`src/rtl/ecc_pkg.sv`:
```
// Package for the elevator car controller: car mode, command and event codes,
// configuration register indexes, floor constants and the call scan helpers.
// Depends on nothing; the controller top level imports it.
package ecc_pkg;

	localparam int FLOOR_COUNT = 10;
	localparam int FLOOR_W     = (FLOOR_COUNT > 1) ? $clog2(FLOOR_COUNT) : 1;

	localparam logic [3:0]         TOP_FLOOR = 4'(FLOOR_COUNT - 1);
	localparam logic [FLOOR_W-1:0] TOP_IDX   = FLOOR_W'(FLOOR_COUNT - 1);

	localparam logic [15:0] DOOR_TIME_RST   = 16'd2000;
	localparam logic [15:0] SETTLE_TIME_RST = 16'd3000;
	localparam logic [15:0] TRAVEL_TIME_RST = 16'd3000;

	localparam logic [1:0] REG_DOOR_TIME   = 2'd0;
	localparam logic [1:0] REG_SETTLE_TIME = 2'd1;
	localparam logic [1:0] REG_TRAVEL_TIME = 2'd2;

	localparam logic signed [1:0] HEAD_UP   = 2'sb01;
	localparam logic signed [1:0] HEAD_NONE = 2'sb00;
	localparam logic signed [1:0] HEAD_DOWN = 2'sb11;

	typedef logic [FLOOR_COUNT-1:0] calls_t;

	// Car mode, kept one-hot inside the block.
	typedef enum logic [6:0] {
		MODE_IDLE     = 7'b0000001,
		MODE_CLOSING  = 7'b0000010,
		MODE_MOVING   = 7'b0000100,
		MODE_ARRIVED  = 7'b0001000,
		MODE_OPENING  = 7'b0010000,
		MODE_OPEN     = 7'b0100000,
		MODE_OVERLOAD = 7'b1000000
	} mode_t;

	typedef enum logic [2:0] {
		CMD_TICK       = 3'd0,
		CMD_FLOOR_CALL = 3'd1,
		CMD_SECURE     = 3'd2,
		CMD_OPEN       = 3'd3,
		CMD_CLOSE      = 3'd4,
		CMD_ESTOP      = 3'd5,
		CMD_WEIGHT     = 3'd6
	} cmd_t;

	typedef enum logic [3:0] {
		EV_NONE     = 4'd0,
		EV_OPENING  = 4'd1,
		EV_CLOSING  = 4'd2,
		EV_TRANSIT  = 4'd3,
		EV_ARRIVED  = 4'd4,
		EV_IDLE     = 4'd5,
		EV_CALL     = 4'd6,
		EV_LOCK     = 4'd7,
		EV_SECURE   = 4'd8,
		EV_UNLOCKED = 4'd9
	} event_t;

	localparam logic [2:0] CODE_IDLE     = 3'd0;
	localparam logic [2:0] CODE_CLOSING  = 3'd1;
	localparam logic [2:0] CODE_MOVING   = 3'd2;
	localparam logic [2:0] CODE_ARRIVED  = 3'd3;
	localparam logic [2:0] CODE_OPENING  = 3'd4;
	localparam logic [2:0] CODE_OPEN     = 3'd5;
	localparam logic [2:0] CODE_OVERLOAD = 3'd6;

	function automatic logic [2:0] mode_code(input mode_t m);
		logic [2:0] c;
		unique case (m)
			MODE_IDLE:     c = CODE_IDLE;
			MODE_CLOSING:  c = CODE_CLOSING;
			MODE_MOVING:   c = CODE_MOVING;
			MODE_ARRIVED:  c = CODE_ARRIVED;
			MODE_OPENING:  c = CODE_OPENING;
			MODE_OPEN:     c = CODE_OPEN;
			MODE_OVERLOAD: c = CODE_OVERLOAD;
			default:       c = CODE_IDLE;
		endcase
		return c;
	endfunction

	// True if any call is pending strictly above the given floor.
	function automatic logic calls_above(input calls_t flags, input logic [3:0] f);
		logic hit;
		hit = 1'b0;
		for (int i = 0; i < FLOOR_COUNT; i++) begin
			if (flags[i] && (i > int'(f))) hit = 1'b1;
		end
		return hit;
	endfunction

	// True if any call is pending strictly below the given floor.
	function automatic logic calls_below(input calls_t flags, input logic [3:0] f);
		logic hit;
		hit = 1'b0;
		for (int i = 0; i < FLOOR_COUNT; i++) begin
			if (flags[i] && (i < int'(f))) hit = 1'b1;
		end
		return hit;
	endfunction

endpackage

```
`src/rtl/elevator_car_controller_unit.sv`:
```
// Elevator car controller top level: input stage, car state, control logic
// and result register. Depends on ecc_pkg for codes, constants and call scans.
//
// Usage:
// Commands enter on the input channel (in_valid/in_stall with command, floor
// and over_limit). Every accepted transaction yields exactly one result on the
// output channel (out_valid/out_stall with mode, car_floor, direction, locked,
// event_res and floor_passed), in order.
// A command is registered in the input stage on acceptance and processed from
// there, where the car state and the result register are updated together.
// Throughput is one command per cycle while the receiver does not stall; the
// limit is the single pass through the control logic that reads and writes
// the car state.
// When the receiver stalls, the result register holds its transaction and the
// input stage holds one more command; after that in_stall is raised until the
// result is taken.
// The timing registers are written through cfg_write, cfg_index and cfg_data;
// an index past the last register is ignored.
// Reset puts the car idle at floor zero with no direction, no calls, the lock
// clear, the timer at zero and the timing registers at 2000, 3000 and 3000 ms.
module elevator_car_controller_unit (
	input  logic              clk,
	input  logic              arst_n,
	input  logic              cfg_write,
	input  logic [1:0]        cfg_index,
	input  logic [15:0]       cfg_data,
	input  logic              in_valid,
	output logic              in_stall,
	input  logic [2:0]        command,
	input  logic [3:0]        floor,
	input  logic              over_limit,
	output logic              out_valid,
	input  logic              out_stall,
	output logic [2:0]        mode,
	output logic [3:0]        car_floor,
	output logic signed [1:0] direction,
	output logic              locked,
	output logic [3:0]        event_res,
	output logic              floor_passed
);
	import ecc_pkg::*;

	// Input stage
	logic        valid_s1;
	cmd_t        command_s1;
	logic [3:0]  floor_s1;
	logic        over_limit_s1;

	// Timing registers
	logic [15:0] door_time_q;
	logic [15:0] settle_time_q;
	logic [15:0] travel_time_q;

	// Car state
	mode_t             car_mode_q;
	logic [3:0]        floor_q;
	logic signed [1:0] heading_q;
	calls_t            calls_q;
	logic [15:0]       elapsed_q;
	logic              lock_q;

	// Result register
	logic              out_valid_q;
	logic [2:0]        res_mode_q;
	logic [3:0]        res_floor_q;
	logic signed [1:0] res_dir_q;
	logic              res_locked_q;
	logic [3:0]        res_event_q;
	logic              res_passed_q;

	// Next state
	mode_t             mode_d;
	mode_t             mode_eff;
	logic [3:0]        floor_d;
	logic [3:0]        floor_step;
	logic signed [1:0] heading_d;
	logic signed [1:0] head_choice;
	calls_t            calls_d;
	logic [15:0]       elapsed_d;
	logic [15:0]       elapsed_inc;
	logic              lock_d;
	event_t            ev_d;
	logic              passed_d;

	logic              above_now;
	logic              below_now;
	logic              above_new;
	logic              below_new;
	logic              ahead_new;
	logic              behind_new;
	logic              advance;
	logic              in_accept;

	assign advance   = valid_s1 && (!out_valid_q || !out_stall);
	assign in_stall  = valid_s1 && !advance;
	assign in_accept = in_valid && !in_stall;

	assign above_now = calls_above(calls_q, floor_q);
	assign below_now = calls_below(calls_q, floor_q);

	// Direction choice: keep going while calls lie ahead, else prefer up.
	always_comb begin
		priority if (heading_q == HEAD_UP && above_now) head_choice = HEAD_UP;
		else if (heading_q == HEAD_DOWN && below_now) head_choice = HEAD_DOWN;
		else if (above_now) head_choice = HEAD_UP;
		else if (below_now) head_choice = HEAD_DOWN;
		else head_choice = HEAD_NONE;
	end

	always_comb begin
		priority if (heading_q > 2'sb00 && floor_q < TOP_FLOOR) floor_step = floor_q + 4'd1;
		else if (heading_q < 2'sb00 && floor_q != 4'd0) floor_step = floor_q - 4'd1;
		else floor_step = floor_q;
	end

	assign above_new  = calls_above(calls_q, floor_step);
	assign below_new  = calls_below(calls_q, floor_step);
	assign ahead_new  = (heading_q == HEAD_UP) ? above_new : below_new;
	assign behind_new = (heading_q == HEAD_UP) ? below_new : above_new;

	assign elapsed_inc = (elapsed_q != 16'hFFFF) ? elapsed_q + 16'd1 : elapsed_q;

	always_comb begin
		mode_d    = car_mode_q;
		mode_eff  = (car_mode_q == MODE_OVERLOAD) ? MODE_IDLE : car_mode_q;
		floor_d   = floor_q;
		heading_d = heading_q;
		calls_d   = calls_q;
		elapsed_d = elapsed_q;
		lock_d    = lock_q;
		ev_d      = EV_NONE;
		passed_d  = 1'b0;

		unique case (command_s1)
			CMD_TICK: begin
				elapsed_d = elapsed_inc;
				if (lock_q) begin
					mode_d = MODE_OVERLOAD;
				end else begin
					// A tick after the lock clears runs the idle logic at once.
					mode_d = mode_eff;
					unique case (mode_eff)
						MODE_IDLE: begin
							if (calls_q[floor_q[FLOOR_W-1:0]]) begin
								calls_d[floor_q[FLOOR_W-1:0]] = 1'b0;
								mode_d    = MODE_OPENING;
								elapsed_d = 16'd0;
								ev_d      = EV_OPENING;
							end else begin
								heading_d = head_choice;
								if (head_choice != HEAD_NONE) begin
									mode_d    = MODE_CLOSING;
									elapsed_d = 16'd0;
									ev_d      = EV_CLOSING;
								end
							end
						end
						MODE_CLOSING: begin
							if (elapsed_inc > door_time_q) begin
								heading_d = head_choice;
								if (head_choice != HEAD_NONE) begin
									mode_d    = MODE_MOVING;
									elapsed_d = 16'd0;
									ev_d      = EV_TRANSIT;
								end else begin
									mode_d = MODE_IDLE;
									ev_d   = EV_IDLE;
								end
							end
						end
						MODE_MOVING: begin
							if (elapsed_inc > travel_time_q) begin
								floor_d   = floor_step;
								elapsed_d = 16'd0;
								passed_d  = (floor_step != floor_q);
								if (calls_q[floor_step[FLOOR_W-1:0]]) begin
									calls_d[floor_step[FLOOR_W-1:0]] = 1'b0;
									mode_d = MODE_ARRIVED;
									ev_d   = EV_ARRIVED;
								end else if (!ahead_new) begin
									if (behind_new) begin
										heading_d = -heading_q;
										ev_d      = EV_TRANSIT;
									end else begin
										mode_d    = MODE_IDLE;
										heading_d = HEAD_NONE;
										ev_d      = EV_IDLE;
									end
								end
							end
						end
						MODE_ARRIVED: begin
							if (elapsed_inc > settle_time_q) begin
								mode_d    = MODE_OPENING;
								elapsed_d = 16'd0;
								ev_d      = EV_OPENING;
							end
						end
						MODE_OPENING: begin
							if (elapsed_inc > door_time_q) begin
								mode_d    = MODE_OPEN;
								elapsed_d = 16'd0;
							end
						end
						default: begin
						end
					endcase
				end
			end
			CMD_FLOOR_CALL: begin
				if (!lock_q && floor_s1 < TOP_FLOOR) begin
					if (floor_s1 == floor_q) begin
						if (car_mode_q == MODE_IDLE) begin
							mode_d    = MODE_OPENING;
							elapsed_d = 16'd0;
							ev_d      = EV_OPENING;
						end
					end else begin
						calls_d[floor_s1[FLOOR_W-1:0]] = 1'b1;
						ev_d = EV_CALL;
					end
				end
			end
			CMD_SECURE: begin
				if (!lock_q) begin
					calls_d[TOP_IDX] = 1'b1;
					ev_d = EV_SECURE;
				end
			end
			CMD_OPEN: begin
				if (car_mode_q == MODE_IDLE || car_mode_q == MODE_OPEN) begin
					mode_d    = MODE_OPENING;
					elapsed_d = 16'd0;
					ev_d      = EV_OPENING;
				end
			end
			CMD_CLOSE: begin
				if (car_mode_q == MODE_OPEN) begin
					mode_d    = MODE_CLOSING;
					elapsed_d = 16'd0;
					ev_d      = EV_CLOSING;
				end
			end
			CMD_ESTOP: begin
				lock_d = 1'b1;
				ev_d   = EV_LOCK;
			end
			CMD_WEIGHT: begin
				priority if (over_limit_s1 && !lock_q) begin
					lock_d = 1'b1;
					ev_d   = EV_LOCK;
				end else if (!over_limit_s1 && lock_q) begin
					lock_d = 1'b0;
					ev_d   = EV_UNLOCKED;
				end
			end
			default: begin
			end
		endcase
	end

	always_ff @(posedge clk or negedge arst_n) begin
		if (!arst_n) begin
			door_time_q   <= DOOR_TIME_RST;
			settle_time_q <= SETTLE_TIME_RST;
			travel_time_q <= TRAVEL_TIME_RST;
		end else if (cfg_write) begin
			unique case (cfg_index)
				REG_DOOR_TIME:   door_time_q   <= cfg_data;
				REG_SETTLE_TIME: settle_time_q <= cfg_data;
				REG_TRAVEL_TIME: travel_time_q <= cfg_data;
				default: begin
				end
			endcase
		end
	end

	always_ff @(posedge clk or negedge arst_n) begin
		if (!arst_n) begin
			valid_s1 <= 1'b0;
		end else if (in_accept) begin
			valid_s1 <= 1'b1;
		end else if (advance) begin
			valid_s1 <= 1'b0;
		end
	end

	always_ff @(posedge clk) begin
		if (in_accept) begin
			command_s1    <= cmd_t'(command);
			floor_s1      <= floor;
			over_limit_s1 <= over_limit;
		end
	end

	always_ff @(posedge clk or negedge arst_n) begin
		if (!arst_n) begin
			car_mode_q <= MODE_IDLE;
			floor_q    <= 4'd0;
			heading_q  <= HEAD_NONE;
			calls_q    <= '0;
			elapsed_q  <= 16'd0;
			lock_q     <= 1'b0;
		end else if (advance) begin
			car_mode_q <= mode_d;
			floor_q    <= floor_d;
			heading_q  <= heading_d;
			calls_q    <= calls_d;
			elapsed_q  <= elapsed_d;
			lock_q     <= lock_d;
		end
	end

	always_ff @(posedge clk or negedge arst_n) begin
		if (!arst_n) begin
			out_valid_q <= 1'b0;
		end else if (advance) begin
			out_valid_q <= 1'b1;
		end else if (!out_stall) begin
			out_valid_q <= 1'b0;
		end
	end

	always_ff @(posedge clk) begin
		if (advance) begin
			res_mode_q   <= mode_code(mode_d);
			res_floor_q  <= floor_d;
			res_dir_q    <= heading_d;
			res_locked_q <= lock_d;
			res_event_q  <= ev_d;
			res_passed_q <= passed_d;
		end
	end

	assign out_valid    = out_valid_q;
	assign mode         = res_mode_q;
	assign car_floor    = res_floor_q;
	assign direction    = res_dir_q;
	assign locked       = res_locked_q;
	assign event_res    = res_event_q;
	assign floor_passed = res_passed_q;

`ifndef NO_ASSERTIONS
	a_result_follows: assert property (@(posedge clk) disable iff (!arst_n)
		advance |=> out_valid_q)
		else $error("processed command did not produce a result");

	a_lock_forces_overload: assert property (@(posedge clk) disable iff (!arst_n)
		(advance && lock_q && command_s1 == CMD_TICK) |=> car_mode_q == MODE_OVERLOAD)
		else $error("tick under lock did not enter overload mode");

	a_floor_in_range: assert property (@(posedge clk) disable iff (!arst_n)
		floor_q <= TOP_FLOOR)
		else $error("car floor outside the shaft");

	a_floor_change_flagged: assert property (@(posedge clk) disable iff (!arst_n)
		(advance && floor_d != floor_q) |=> res_passed_q)
		else $error("floor change not reported as floor passed");
`endif

endmodule

```
`config.mk`:
```
export PLATFORM = sky130hd
export DESIGN_NAME = elevator_car_controller_unit
export DESIGN_NICKNAME = d
export VERILOG_FILES = /design/src/rtl/ecc_pkg.sv /design/src/rtl/elevator_car_controller_unit.sv
export SDC_FILE = /design/constraint.sdc
export NUM_CORES = 1
export LEC_CHECK = 0
export ABC_AREA = 1
export BUFFER_PORTS_ARGS = -buffer_cell sky130_fd_sc_hd__clkbuf_2
export CAP_MARGIN = 10
export CORE_ASPECT_RATIO = 1.25
export CORE_MARGIN = 2
export CORE_UTILIZATION = 25
export DETAILED_ROUTE_END_ITERATION = 10
export HOLD_SLACK_MARGIN = 0.02
export PLACE_DENSITY = 0.36
export SYNTH_ARGS = -nofsm -noshare
export SYNTH_HDL_FRONTEND = slang
export SYNTH_SLANG_ARGS = --single-unit
```
`constraint.sdc`:
```
create_clock -name clk -period 5.1 [get_ports clk]
set_clock_uncertainty 0.05 [all_clocks]
set_input_delay 0.51 -clock clk [delete_from_list [all_inputs] [get_ports clk]]
set_output_delay 0.51 -clock clk [all_outputs]
set_load 0.03 [all_outputs]
```
==> summary.txt, run 1 <==
Status
  – Status: complete, but fails checks
  – Violated checks: DRC

Timing
  – Hold Fails Final Rpt: 0
  – Fmax: approximately 0.22 GHz
  – Tcrit/Tclk final: ~87%
  – Relative max-transition margin: approximately 28%
  – Slew @ Worst Pin: 1070 ps
  – Setup Total Neg Slack: 0 ps
  – Setup repair after global routing missed its margin: false
  – Max Transition Viols Final: 0
  – Final setup viols: 0
  – Final worst path period need: 4450 ps

Final layout
  – Commonest non-fill, non-tap cell in the layout: sky130_fd_sc_hd__nand2_1
  – Diodes inserted: 0
  – Final non-filler cell total: between 1500 and 2000
  – Number of filler instances in the final layout: approximately 3700
  – Final Instance Area: between 9000 and 10000 um^2
  – Count of nets after finishing: about 1300
  – Layout-stage area growth over the synthesis result: 16.3%
  – Final core utilization: between 20% and 30%
  – Share of post-route cells with drive strength above 1: 15.2%
  – Leading cell types in the layout, fill and taps excluded: 268 x sky130_fd_sc_hd__nand2_1, 170 x sky130_fd_sc_hd__inv_1, 113 x sky130_fd_sc_hd__o21ai_0

Clock network
  – Maximum level of the CTS H-tree: 4
  – TritonCTS clock tree: yes
  – Clock-pin slew reported for the worst setup and hold paths after clock tree synthesis: 60 ps
  – Bufs on Longest Clock Path: 2
  – Worst-Skew Late Latency: between 400 and 500 ps
  – Sinks on the clock net: 113
  – Buffer cell driving the clock tree root: sky130_fd_sc_hd__clkbuf_16
  – Hold-fix buffers at CTS: 0
  – Cts bufs inserted: 17

Global routing
  – Busiest layer in global routing: met2
  – Overall fraction of global-route tracks in use: around 16%
  – Total congestion overflow: 0
  – First-pass GRT wire length: about 44000 um
  – Met3 routing resource usage after global routing: approximately 2.3%
  – Number of antenna violations at the first check in global routing: 0
  – Met1 track demand over resource: just under 20%
  – Fraction of met2 tracks used by global routing: just under 30%
  – Largest net degree at the start of global routing: 53
  – Via count of the first global-routing pass: slightly below 8000

Setup path
  – Flop-to-flop setup slack: 650 ps
  – Setup crit end kind: flop
  – Family with the most delay on the worst path: simple AND/OR/NAND/NOR gates
  – Largest stage delay, worst path: 350 ps
  – Worst-path fanout max: 17
  – Element type at the critical path start: flop
  – Worst endpoint required time: between 5000 and 6000 ps
  – Cell seen most often among critical-path stages: sky130_fd_sc_hd__nand2_1
  – CP Class: flop to flop
  – Cell-by-cell listing of the critical path: inv_1 > nor3_1 > inv_1 > nor3_4 > nand2_1 > nor3_1 > nand3_1 > nor2_1 > xor2_1 > nand2_1 > ha_1 > nand2_1 > inv_1 > nand3_1 > nor2_2 > nand2_1 > nand2_1 > nand2_1 > nor3_4 > nor2_4 > o31ai_4 > nand2_4 > o21ai_0 > o21ai_1
  – Critical Path AT: 4710 ps
  – Buffers & Inverters on Critical Path: 3
  – Critical-path cell with the highest stage delay: sky130_fd_sc_hd__dfrtp_1

Die
  – Height of the chip: roughly 210 um
  – Total core area: 32800 um^2
  – Number of placement rows: 74
  – Die span in x: between 150 and 200 um
  – Starting density of the core: around 25%
  – Die ar.: around 35000 um^2
  – Count of boundary I/O pins: 48

Worst hold path
  – Hold WC Path Type: input pin to async pin

Synthesis
  – Post-synth design cell area: 8340 um^2
  – Post-synthesis average cell area: between 7 and 8 um^2
  – Post-synth EDFFs: 23
  – Number of synthesized register bits: between 100 and 150
  – Cell variety after synth: between 50 and 60
  – Post-synthesis sequential area ratio: around 36%
  – Post-synthesis async set-or-reset flop share: approximately four fifths
  – Synth warnings: 0
  – Synth Net Count: between 1000 and 1500
  – Number of standard cells after synthesis: ~1100
  – Top_reg_cell synth: sky130_fd_sc_hd__dfrtp_1

Detailed routing
  – Via Count: roughly 7500
  – DR WL/cell: roughly 17 um
  – DRT Wirelength: roughly 27000 um
  – Number of iterations in the first detailed-routing pass: 8
  – Remaining design rule violation count: 3
  – Average vias per placed instance: between 4 and 5
  – Detail Route Antenna Nets: 0
  – Count of routing violations after the opening detailed-route iteration: roughly 410

Power
  – Total chip power: between 4000 and 5000 uW
  – Power density of the placed cells: 420 nW/um^2
  – Peak VDD IR: between 0.15 and 0.2 mV
  – Leakage power total: 0.00471 uW

Flow run
  – MaxCap Viol Count: 0

Placement
  – Post-DP HPWL: about 21000 um
  – Placed cell count: 1598
  – Gp weighted congestion: about 0.86
  – PortBufs: 47
  – Placed inst area: 9060 um^2
[routing by layer]
metal | routed length, um | share of wire, % | vias to the layer above
li1 | - | - | 3875
met1 | 11800 | 44 | 3502
met2 | 13700 | 51 | 139
met3 | 836 | 3.1 | 32
met4 | 597 | 2.2 | 0
met5 | 0 | 0 | -
[state kept, by name, indices dropped and copies added (netlist names), 7 cells and up]
register	cells
calls_q	10
car_mode_q	7
door_time_q	16
elapsed_q	16
settle_time_q	16
travel_time_q	16
[worst reg2reg max path, cell delays in order (launching register included)]
cell	delay [ps]
sky130_fd_sc_hd__dfrtp_1	350
sky130_fd_sc_hd__inv_1	80
sky130_fd_sc_hd__nor3_1	260
sky130_fd_sc_hd__inv_1	130
sky130_fd_sc_hd__nor3_4	210
sky130_fd_sc_hd__nand2_1	80
sky130_fd_sc_hd__nor3_1	200
sky130_fd_sc_hd__nand3_1	160
sky130_fd_sc_hd__nor2_1	150
sky130_fd_sc_hd__xor2_1	160
sky130_fd_sc_hd__nand2_1	140
sky130_fd_sc_hd__ha_1	330
sky130_fd_sc_hd__nand2_1	70
sky130_fd_sc_hd__inv_1	70
sky130_fd_sc_hd__nand3_1	100
sky130_fd_sc_hd__nor2_2	250
sky130_fd_sc_hd__nand2_1	90
sky130_fd_sc_hd__nand2_1	60
sky130_fd_sc_hd__nand2_1	230
sky130_fd_sc_hd__nor3_4	300
sky130_fd_sc_hd__nor2_4	70
sky130_fd_sc_hd__o31ai_4	280
sky130_fd_sc_hd__nand2_4	200
sky130_fd_sc_hd__o21ai_0	230
sky130_fd_sc_hd__o21ai_1	90
[metrics by stage]
| stage | setup WS, ps | hold slack [ps] |
|---|---|---|
| after detailed placement | 257 | 423 |
| after floorplan | 1340 | 164 |
| after CTS | 211 | 157 |
| after global routing | 37.9 | 183 |
| final | 649 | 119 |
| after global placement | 175 | 419 |
[power by group]
| part | leakage (uW) | total [uW] | switching, uW | internal, uW |
|---|---|---|---|---|
| registers | 0.00134 | 1270 | 153 | 1110 |
| clock network | 0.000301 | 1250 | 472 | 782 |
| logic | 0.00307 | 1550 | 1040 | 510 |
| total | 0.00471 | 4070 | 1670 | 2410 |
[synthesized netlist by cell type (all sizes together), types with 5 or more instances]
| library cell | instances | share of area [%] |
|---|---|---|
| ha | 58 | 8.7 |
| clkbuf | 17 | 0.76 |
| xor2 | 11 | 1.2 |
| nor2 | 98 | 5.2 |
| nand2 | 294 | 15 |
| dfstp | 21 | 6.6 |
| nand4 | 13 | 1.0 |
| buf | 11 | 0.99 |
| inv | 178 | 8.1 |
| a21oi | 54 | 3.2 |
| nor3 | 24 | 1.7 |
| o21ai | 138 | 8.4 |
| o2111ai | 5 | 0.52 |
| o211ai | 7 | 0.63 |
| nand3 | 89 | 5.9 |
| dfrtp | 69 | 21 |
| edfxtp | 23 | 8.3 |
[final timing paths]
kind,startpoint,to,cells past startpoint
max,elapsed_q[2],calls_q[4],24
min,arst_n,floor_q[0],1
max reg2reg,elapsed_q[2],calls_q[4],24
min reg2reg,travel_time_q[1],travel_time_q[1],2
max in group asynchronous,arst_n,door_time_q[10],2
min in group clk,floor[0],floor_s1[0],1
[repair_timing]
item / in CTS / in global routing
gates resized for setup: 0 / 8
endpoints found under the setup margin: 0 / 32
buffers inserted: 0 / 0
[cells by family (layout without fill, tap and decap cells)]
kind of cell / Yosys count / count (layout) / share of synthesized area (%)
AND/OR/NAND/NOR: 522 / 522 / 28.8
AO/OA/AOI/OAI: 234 / 234 / 15.7
buffers and inverters: 210 / 274 / 10.1
flip-flops: 113 / 113 / 35.6
adder cells (fa/ha/maj): 58 / 58 / 8.70
XOR/XNOR: 11 / 11 / 1.15
[cell type report]
| type | instances | area (um^2) | share of cell area (%) |
|---|---|---|---|
| Inverter | 182 | 693 | 7.14 |
| Timing Repair Buffer | 60 | 335 | 3.46 |
| Clock buffer | 22 | 495 | 5.11 |
| Clock inverter | 10 | 104 | 1.07 |
| Multi-Input combinational cell | 825 | 4580 | 47.2 |
| Tap cell | 418 | 523 | 5.39 |
| Sequential cell | 113 | 2970 | 30.6 |
Note: power is estimated with default switching activity, not from simulation.
==> inputs of run 2 (changes only) <==
==> constraint.sdc (replaced) <==
create_clock -name clk -period 4.7 [get_ports clk]
set_clock_uncertainty 0.05 [all_clocks]
set_input_delay 0.47 -clock clk [delete_from_list [all_inputs] [get_ports clk]]
set_output_delay 0.47 -clock clk [all_outputs]
set_load 0.03 [all_outputs]
==> run 2 against run 1 <==
  * The run still ends with DRC left
  * Global-route usage grew 0.11 points
  * Via count grew 1.0%
  * Critical path depth grew 1
  * Sequential share of layout area shrank 0.26 points
  * Clock-buffer cell count shrank 1
  * Design area grew 0.85%
  * Largest power group unchanged
  * Highest routed layer unchanged
==> summary.txt, run 2 (synthesized netlist as in run 1, its figures left out) <==
Final layout
  – Commonest non-fill, non-tap cell in the layout: sky130_fd_sc_hd__nand2_1 (unchanged)
  – Count of nets after finishing: 1297 (was 1288)
  – Diodes inserted: 0 (unchanged)
  – Leading cell types in the layout, fill and taps excluded: 266 x sky130_fd_sc_hd__nand2_1, 170 x sky130_fd_sc_hd__inv_1, 113 x sky130_fd_sc_hd__o21ai_0 (was 268 x sky130_fd_sc_hd__nand2_1, 170 x sky130_fd_sc_hd__inv_1, 113 x sky130_fd_sc_hd__o21ai_0)
  – Layout-stage area growth over the synthesis result: 17.3% (was 16.3%)
  – Multi-input gate area: 4590 um^2 (was 4580 um^2)
  – Share of post-route cells with drive strength above 1: 16.1% (was 15.2%)
  – Number of filler instances in the final layout: 3672 (was 3696)
  – Register Area: 2970 um^2 (unchanged)

Setup path
  – Buffers & Inverters on Critical Path: 2 (was 3)
  – Element type at the critical path start: flop (unchanged)
  – CP Class: flop to flop (unchanged)
  – Worst R2R Path Depth: 25 (was 24)
  – Worst endpoint required time: 4940 ps (was 5350 ps)
  – Critical Path AT: 4410 ps (was 4710 ps)
  – Setup crit start: elapsed_q[2] (unchanged)
  – Worst r2r src: elapsed_q[2] (unchanged)
  – Critical-path cell with the highest stage delay: sky130_fd_sc_hd__dfrtp_1 (unchanged)
  – Family with the most delay on the worst path: simple AND/OR/NAND/NOR gates (unchanged)
  – Cell seen most often among critical-path stages: sky130_fd_sc_hd__nand3_1 (was sky130_fd_sc_hd__nand2_1)
  – Setup crit end kind: flop (unchanged)
  – Worst-path fanout max: 8 (was 17)
  – Largest stage delay, worst path: 370 ps (was 350 ps)
  – RR Endpoint: mode[0] (was calls_q[4])
  – Flop-to-flop setup slack: 530 ps (was 650 ps)

Die
  – Die span in x: 167 um (unchanged)
  – Count of boundary I/O pins: 48 (unchanged)
  – Total core area: 32800 um^2 (unchanged)
  – Height of the chip: 208 um (unchanged)
  – Starting density of the core: 25.5% (unchanged)
  – Die ar.: 34900 um^2 (unchanged)
  – Number of placement rows: 74 (unchanged)

Detailed routing
  – DRT Wirelength: 27200 um (was 26900 um)
  – DR WL/cell: 16.6 um (was 16.5 um)
  – Detail Route Antenna Nets: 0 (unchanged)
  – Via Count: 7625 (was 7548)
  – Count of routing violations after the opening detailed-route iteration: 400 (was 414)
  – Remaining design rule violation count: 3 (unchanged)
  – Average vias per placed instance: 4.65 (was 4.63)
  – Number of iterations in the first detailed-routing pass: 7 (was 8)

Status
  – Status: complete, but fails checks (unchanged)
  – Violated checks: DRC (unchanged)

Timing
  – Slew @ Worst Pin: 1060 ps (was 1070 ps)
  – Setup Total Neg Slack: 0 ps (unchanged)
  – Tcrit/Tclk final: 88.7% (was 87.3%)
  – Final worst path period need: 4170 ps (was 4450 ps)
  – Max Transition Viols Final: 0 (unchanged)
  – Hold Fails Final Rpt: 0 (unchanged)
  – Relative max-transition margin: 28.9% (was 28.3%)
  – Final setup viols: 0 (unchanged)
  – Fmax: 0.240 GHz (was 0.225 GHz)

Global routing
  – First-pass GRT wire length: 43600 um (was 43700 um)
  – Total congestion overflow: 0 (unchanged)
  – Via count of the first global-routing pass: 7915 (was 7803)
  – Largest net degree at the start of global routing: 51 (was 53)
  – Number of antenna violations at the first check in global routing: 0 (unchanged)
  – Overall fraction of global-route tracks in use: 16.2% (was 16.1%)

Placement
  – Gp weighted congestion: 0.835 (was 0.860)
  – Post-DP HPWL: 20900 um (was 20700 um)
  – PortBufs: 47 (unchanged)

Clock network
  – Worst-Skew Late Latency: 430 ps (about the same)
  – Cts bufs inserted: 17 (unchanged)
  – Buffer cell driving the clock tree root: sky130_fd_sc_hd__clkbuf_16 (unchanged)
  – TritonCTS clock tree: yes (unchanged)
  – Maximum level of the CTS H-tree: 4 (unchanged)
  – Clock-pin slew reported for the worst setup and hold paths after clock tree synthesis: 60 ps (about the same)
  – Sinks on the clock net: 113 (unchanged)
  – Post-CTS setup buffers: 0 (unchanged)
  – Bufs on Longest Clock Path: 2 (unchanged)

Power
  – Power density of the placed cells: 456 nW/um^2 (was 420 nW/um^2)
  – Leakage power total: 0.00475 uW (was 0.00471 uW)
  – Peak VDD IR: 0.161 mV (was 0.159 mV)
  – Total chip power: 4460 uW (was 4070 uW)

Flow run
  – MaxCap Viol Count: 0 (unchanged)

Worst hold path
  – Hold WC Path Type: input pin to async pin (unchanged)
-- run 2: cell count changes in the layout (fill, tap and decap cells not counted), moves of 2 or more --
cell	previous run	this run
sky130_fd_sc_hd__buf_4	14	23
sky130_fd_sc_hd__clkbuf_16	18	20
sky130_fd_sc_hd__nor3_2	1	3
sky130_fd_sc_hd__nand2_2	17	19
sky130_fd_sc_hd__clkbuf_8	3	1
sky130_fd_sc_hd__clkinv_4	1	4
sky130_fd_sc_hd__nand2_1	268	266
sky130_fd_sc_hd__clkinv_2	6	4
-- run 2: final cells by class --
class                      instances  share of cell area [%]
clock inverter                    11                   0.985
inverter                         182                    7.08
clock buffer                      21                    5.26
timing repair buffer              69                    4.12
sequential                       113                    30.3
multi-input combinational        825                    46.9
tap                              418                    5.34
-- run 2: power by group --
group	total [uW]	switching (uW)	internal, uW	leakage [uW]
sequential	1380	174	1210	0.00134
clock	1360	529	835	0.000305
combinational	1710	1140	574	0.00310
-- run 2: timing repair --
action	4_1_cts	5_1_grt
gates resized for setup	0	11
hold buffers	0	0
setup endpoints to repair	0	35
-- run 2: per-stage QoR --
step           utilization [%]  hold slack [ps]  area (um^2)  setup slack (ps)  std cells
3_3_place_gp              27.9              418         9130              70.9       1607
3_5_place_dp              27.9              424         9130              82.4       1607
2_1_floorplan                -              124         8340               944       1148
4_1_cts                   29.7             89.7         9740              33.3       1639
5_1_grt                   29.9              118         9790             -10.5       1639
6_report                  29.9             41.9         9790               533       1639
-- run 2: how the worst max path moves through the flow --
stage / endpoint / slack [ps] / depth (start not counted)
final: mode[0] / 530 / 25
after global routing: mode[0] / -10 / 28
after CTS: calls_q[5] / 30 / 24
after detailed placement: calls_q[7] / 80 / 24
after global placement: calls_q[6] / 70 / 24
after floorplan: elapsed_q[11] / 940 / 25
-- run 2: routing by layer --
layer	GRT usage [%]	up-vias	routed length (um)
met1	18.5	3558	11600
met2	30.5	135	14400
met4	5.67	0	607
met5	0	-	0
met3	2.28	34	600
li1	-	3898	-
==> inputs of run 3 (changes only) <==
--- a/config.mk
+++ b/config.mk
@@ -10,10 +10,10 @@
 export CAP_MARGIN = 10
 export CORE_ASPECT_RATIO = 1.25
 export CORE_MARGIN = 2
-export CORE_UTILIZATION = 25
+export CORE_UTILIZATION = 45
 export DETAILED_ROUTE_END_ITERATION = 10
 export HOLD_SLACK_MARGIN = 0.02
-export PLACE_DENSITY = 0.36
+export PLACE_DENSITY = 0.59
 export SYNTH_ARGS = -nofsm -noshare
 export SYNTH_HDL_FRONTEND = slang
 export SYNTH_SLANG_ARGS = --single-unit
==> run 3 against run 2 <==
  * The run now ends clean
  * Combinational power shrank 5%
  * Final cell count shrank 12%
  * Sequential share of layout area up 1.1 points
  * Design area is 3.5% lower
  * Worst hold slack improved by 94 ps
  * Sequential power about the same
  * Non-clock buffer count decreased by 11
  * First-iteration DRC count is 59% higher
  * Setup slack lost 120 ps
  * Critical path type unchanged
  * Largest cell class unchanged
==> summary.txt, run 3 (synthesized netlist as in run 1, its figures left out) <==
Timing
  – Relative max-transition margin: 25.9% (was 28.9%)
  – Setup Total Neg Slack: 0 ps (unchanged)
  – Max Transition Viols Final: 0 (unchanged)
  – Setup repair after global routing missed its margin: false
  – Slew @ Worst Pin: 1110 ps (was 1060 ps)
  – Hold Fails Final Rpt: 0 (unchanged)
  – Tcrit/Tclk final: 91.2% (was 88.7%)
  – Fmax: 0.233 GHz (was 0.240 GHz)
  – Final worst path period need: 4290 ps (was 4170 ps)
  – Final setup viols: 0 (unchanged)

Setup path
  – Cell seen most often among critical-path stages: sky130_fd_sc_hd__nand2_1 (was sky130_fd_sc_hd__nand3_1)
  – Worst-path fanout max: 17 (was 8)
  – Element type at the critical path start: flop (unchanged)
  – Buffers & Inverters on Critical Path: 0 (was 2)
  – Levels on crit path: 23 (was 25)
  – Critical-path cell with the highest stage delay: sky130_fd_sc_hd__dfrtp_1 (unchanged)
  – Largest stage delay, worst path: 380 ps (was 370 ps)
  – Family with the most delay on the worst path: simple AND/OR/NAND/NOR gates (unchanged)
  – Worst R2R Path Depth: 23 (was 25)
  – RR Endpoint: calls_q[0] (was mode[0])
  – Worst endpoint required time: 4950 ps (was 4940 ps)
  – Worst r2r src: elapsed_q[0] (was elapsed_q[2])
  – Setup crit end kind: flop (unchanged)
  – Cell-by-cell listing of the critical path: ha_1 > nand2_1 > nor4_1 > nand3_1 > nor2_1 > nand3_1 > nand2_1 > nor2_1 > a21oi_1 > ha_1 > nand2_1 > o21ai_0 > nand2_1 > o211ai_1 > nand2_1 > nand2_1 > nand2_1 > nor3_4 > nor2_4 > o31ai_4 > nand2_4 > o21ai_0 > o21ai_1
  – Flop-to-flop setup slack: 410 ps (was 530 ps)
  – Critical Path AT: 4540 ps (was 4410 ps)
  – CP Class: flop to flop (unchanged)

Final layout
  – Final core utilization: 52.0% (was 29.9%)
  – Share of post-route cells with drive strength above 1: 14.9% (was 16.1%)
  – Commonest non-fill, non-tap cell in the layout: sky130_fd_sc_hd__nand2_1 (unchanged)
  – Diodes inserted: 0 (unchanged)
  – Register Area: 2970 um^2 (unchanged)
  – Layout-stage area growth over the synthesis result: 13.2% (was 17.3%)
  – Multi-input gate area: 4560 um^2 (was 4590 um^2)
  – Number of filler instances in the final layout: 1831 (was 3672)
  – Leading cell types in the layout, fill and taps excluded: 268 x sky130_fd_sc_hd__nand2_1, 170 x sky130_fd_sc_hd__inv_1, 112 x sky130_fd_sc_hd__o21ai_0 (was 266 x sky130_fd_sc_hd__nand2_1, 170 x sky130_fd_sc_hd__inv_1, 113 x sky130_fd_sc_hd__o21ai_0)
  – Count of nets after finishing: 1286 (was 1297)

Placement
  – Post-DP HPWL: 17100 um (was 20900 um)
  – Gp weighted congestion: 0.961 (was 0.835)
  – PortBufs: 47 (unchanged)

Global routing
  – Number of antenna violations at the first check in global routing: 0 (unchanged)
  – Overall fraction of global-route tracks in use: 24.2% (was 16.2%)
  – Via count of the first global-routing pass: 7673 (was 7915)
  – Total congestion overflow: 0 (unchanged)
  – First-pass GRT wire length: 38100 um (was 43600 um)
  – Largest net degree at the start of global routing: 72 (was 51)

Clock network
  – Cts bufs inserted: 17 (unchanged)
  – TritonCTS clock tree: yes (unchanged)
  – Maximum level of the CTS H-tree: 4 (unchanged)
  – Sinks on the clock net: 113 (unchanged)
  – Worst-Skew Late Latency: 420 ps (was 430 ps)
  – Clock-pin slew reported for the worst setup and hold paths after clock tree synthesis: 60 ps (about the same)
  – Post-CTS setup buffers: 0 (unchanged)
  – Bufs on Longest Clock Path: 2 (unchanged)
  – Buffer cell driving the clock tree root: sky130_fd_sc_hd__clkbuf_16 (unchanged)

Detailed routing
  – Count of routing violations after the opening detailed-route iteration: 636 (was 400)
  – Remaining design rule violation count: 0 (was 3)
  – Average vias per placed instance: 5.36 (was 4.65)
  – DRT Wirelength: 22800 um (was 27200 um)
  – DR WL/cell: 15.8 um (was 16.6 um)
  – Number of iterations in the first detailed-routing pass: 7 (unchanged)
  – Via Count: 7704 (was 7625)
  – Detail Route Antenna Nets: 0 (unchanged)

Worst hold path
  – Hold WC Path Type: input pin to async pin (unchanged)

Flow run
  – MaxCap Viol Count: 0 (unchanged)

Die
  – Die span in x: 126 um (was 167 um)
  – Height of the chip: 156 um (was 208 um)
  – Number of placement rows: 55 (was 74)
  – Die ar.: 19700 um^2 (was 34900 um^2)
  – Total core area: 18200 um^2 (was 32800 um^2)
  – Count of boundary I/O pins: 48 (unchanged)
  – Starting density of the core: 45.9% (was 25.5%)

Status
  – Status: complete, no violations (was complete, but fails checks)

Power
  – Power density of the placed cells: 459 nW/um^2 (was 456 nW/um^2)
  – Peak VDD IR: 0.310 mV (was 0.161 mV)
  – Leakage power total: 0.00468 uW (was 0.00475 uW)
## run 3: cell count changes in the layout (fill, tap and decap cells not counted), sizes merged
| cell | previous run | this run |
|---|---|---|
| buf | 23 | 12 |
| bufinv | 1 | 0 |
| clkbuf | 67 | 70 |
| clkinv | 11 | 9 |
| clkinvlp | 1 | 2 |
| inv | 180 | 179 |
## run 3: area by class of cell
class / count / area share [%]
Inverter: 182 / 7.34
Sequential cell: 113 / 31.4
Clock inverter: 8 / 0.649
Multi-Input combinational cell: 825 / 48.3
Timing Repair Buffer: 58 / 3.39
Clock buffer: 24 / 5.89
Tap cell: 228 / 3.02
## run 3: worst max-delay path by stage
stage                       startpoint             to  slack, ps
after floorplan           elapsed_q[0]  elapsed_q[11]        940
after global placement    elapsed_q[1]   elapsed_q[2]        150
after detailed placement  elapsed_q[1]   elapsed_q[5]        130
after CTS                 elapsed_q[1]   elapsed_q[3]        100
after global routing      elapsed_q[1]        mode[0]         10
final                     elapsed_q[0]     calls_q[0]        410
## run 3: repair_timing
| action | in CTS | in global routing |
|---|---|---|
| hold buffers | 0 | 0 |
| setup endpoints to repair | 0 | 30 |
| resized for setup | 0 | 7 |
## run 3: metal layers
layer | up-vias | part of all wire, % | GRT usage [%]
met5 | - | 0 | 0
met4 | 0 | 3.2 | 10.2
met3 | 58 | 3.8 | 4.07
met2 | 207 | 50 | 43.4
met1 | 3553 | 43 | 28.7
li1 | 3886 | - | -
## run 3: worst register-to-register path, cell delays in order (launching register included)
cell and delay (ps):
sky130_fd_sc_hd__dfrtp_1 380, sky130_fd_sc_hd__ha_1 180, sky130_fd_sc_hd__nand2_1 80, sky130_fd_sc_hd__nor4_1 280
sky130_fd_sc_hd__nand3_1 130, sky130_fd_sc_hd__nor2_1 140, sky130_fd_sc_hd__nand3_1 200, sky130_fd_sc_hd__nand2_1 140
sky130_fd_sc_hd__nor2_1 50, sky130_fd_sc_hd__a21oi_1 330, sky130_fd_sc_hd__ha_1 200, sky130_fd_sc_hd__nand2_1 60
sky130_fd_sc_hd__o21ai_0 280, sky130_fd_sc_hd__nand2_1 80, sky130_fd_sc_hd__o211ai_1 100, sky130_fd_sc_hd__nand2_1 70
sky130_fd_sc_hd__nand2_1 60, sky130_fd_sc_hd__nand2_1 170, sky130_fd_sc_hd__nor3_4 340, sky130_fd_sc_hd__nor2_4 80
sky130_fd_sc_hd__o31ai_4 260, sky130_fd_sc_hd__nand2_4 180, sky130_fd_sc_hd__o21ai_0 230, sky130_fd_sc_hd__o21ai_1 100
## run 3: report_power, final
| group | total, uW | leakage, uW | internal (uW) | switching, uW |
|---|---|---|---|---|
| clock | 1330 | 0.000299 | 832 | 499 |
| combinational | 1630 | 0.00304 | 542 | 1090 |
| sequential | 1370 | 0.00134 | 1210 | 165 |
| total | 4340 | 0.00468 | 2580 | 1750 |
## run 3: stage by stage
step / instances / cell area, um^2 / setup slack (ps) / power (uW) / hold WS, ps
detailed placement: 1406 / 8810 / 134 / 3000 / 423
CTS: 1438 / 9420 / 98.9 / 4350 / 162
global route: 1438 / 9450 / 12.7 / 4660 / 158
global placement: 1406 / 8810 / 152 / 2990 / 415
floorplan: 1148 / 8340 / 944 / 2570 / 124
finish: 1438 / 9450 / 412 / 4340 / 136
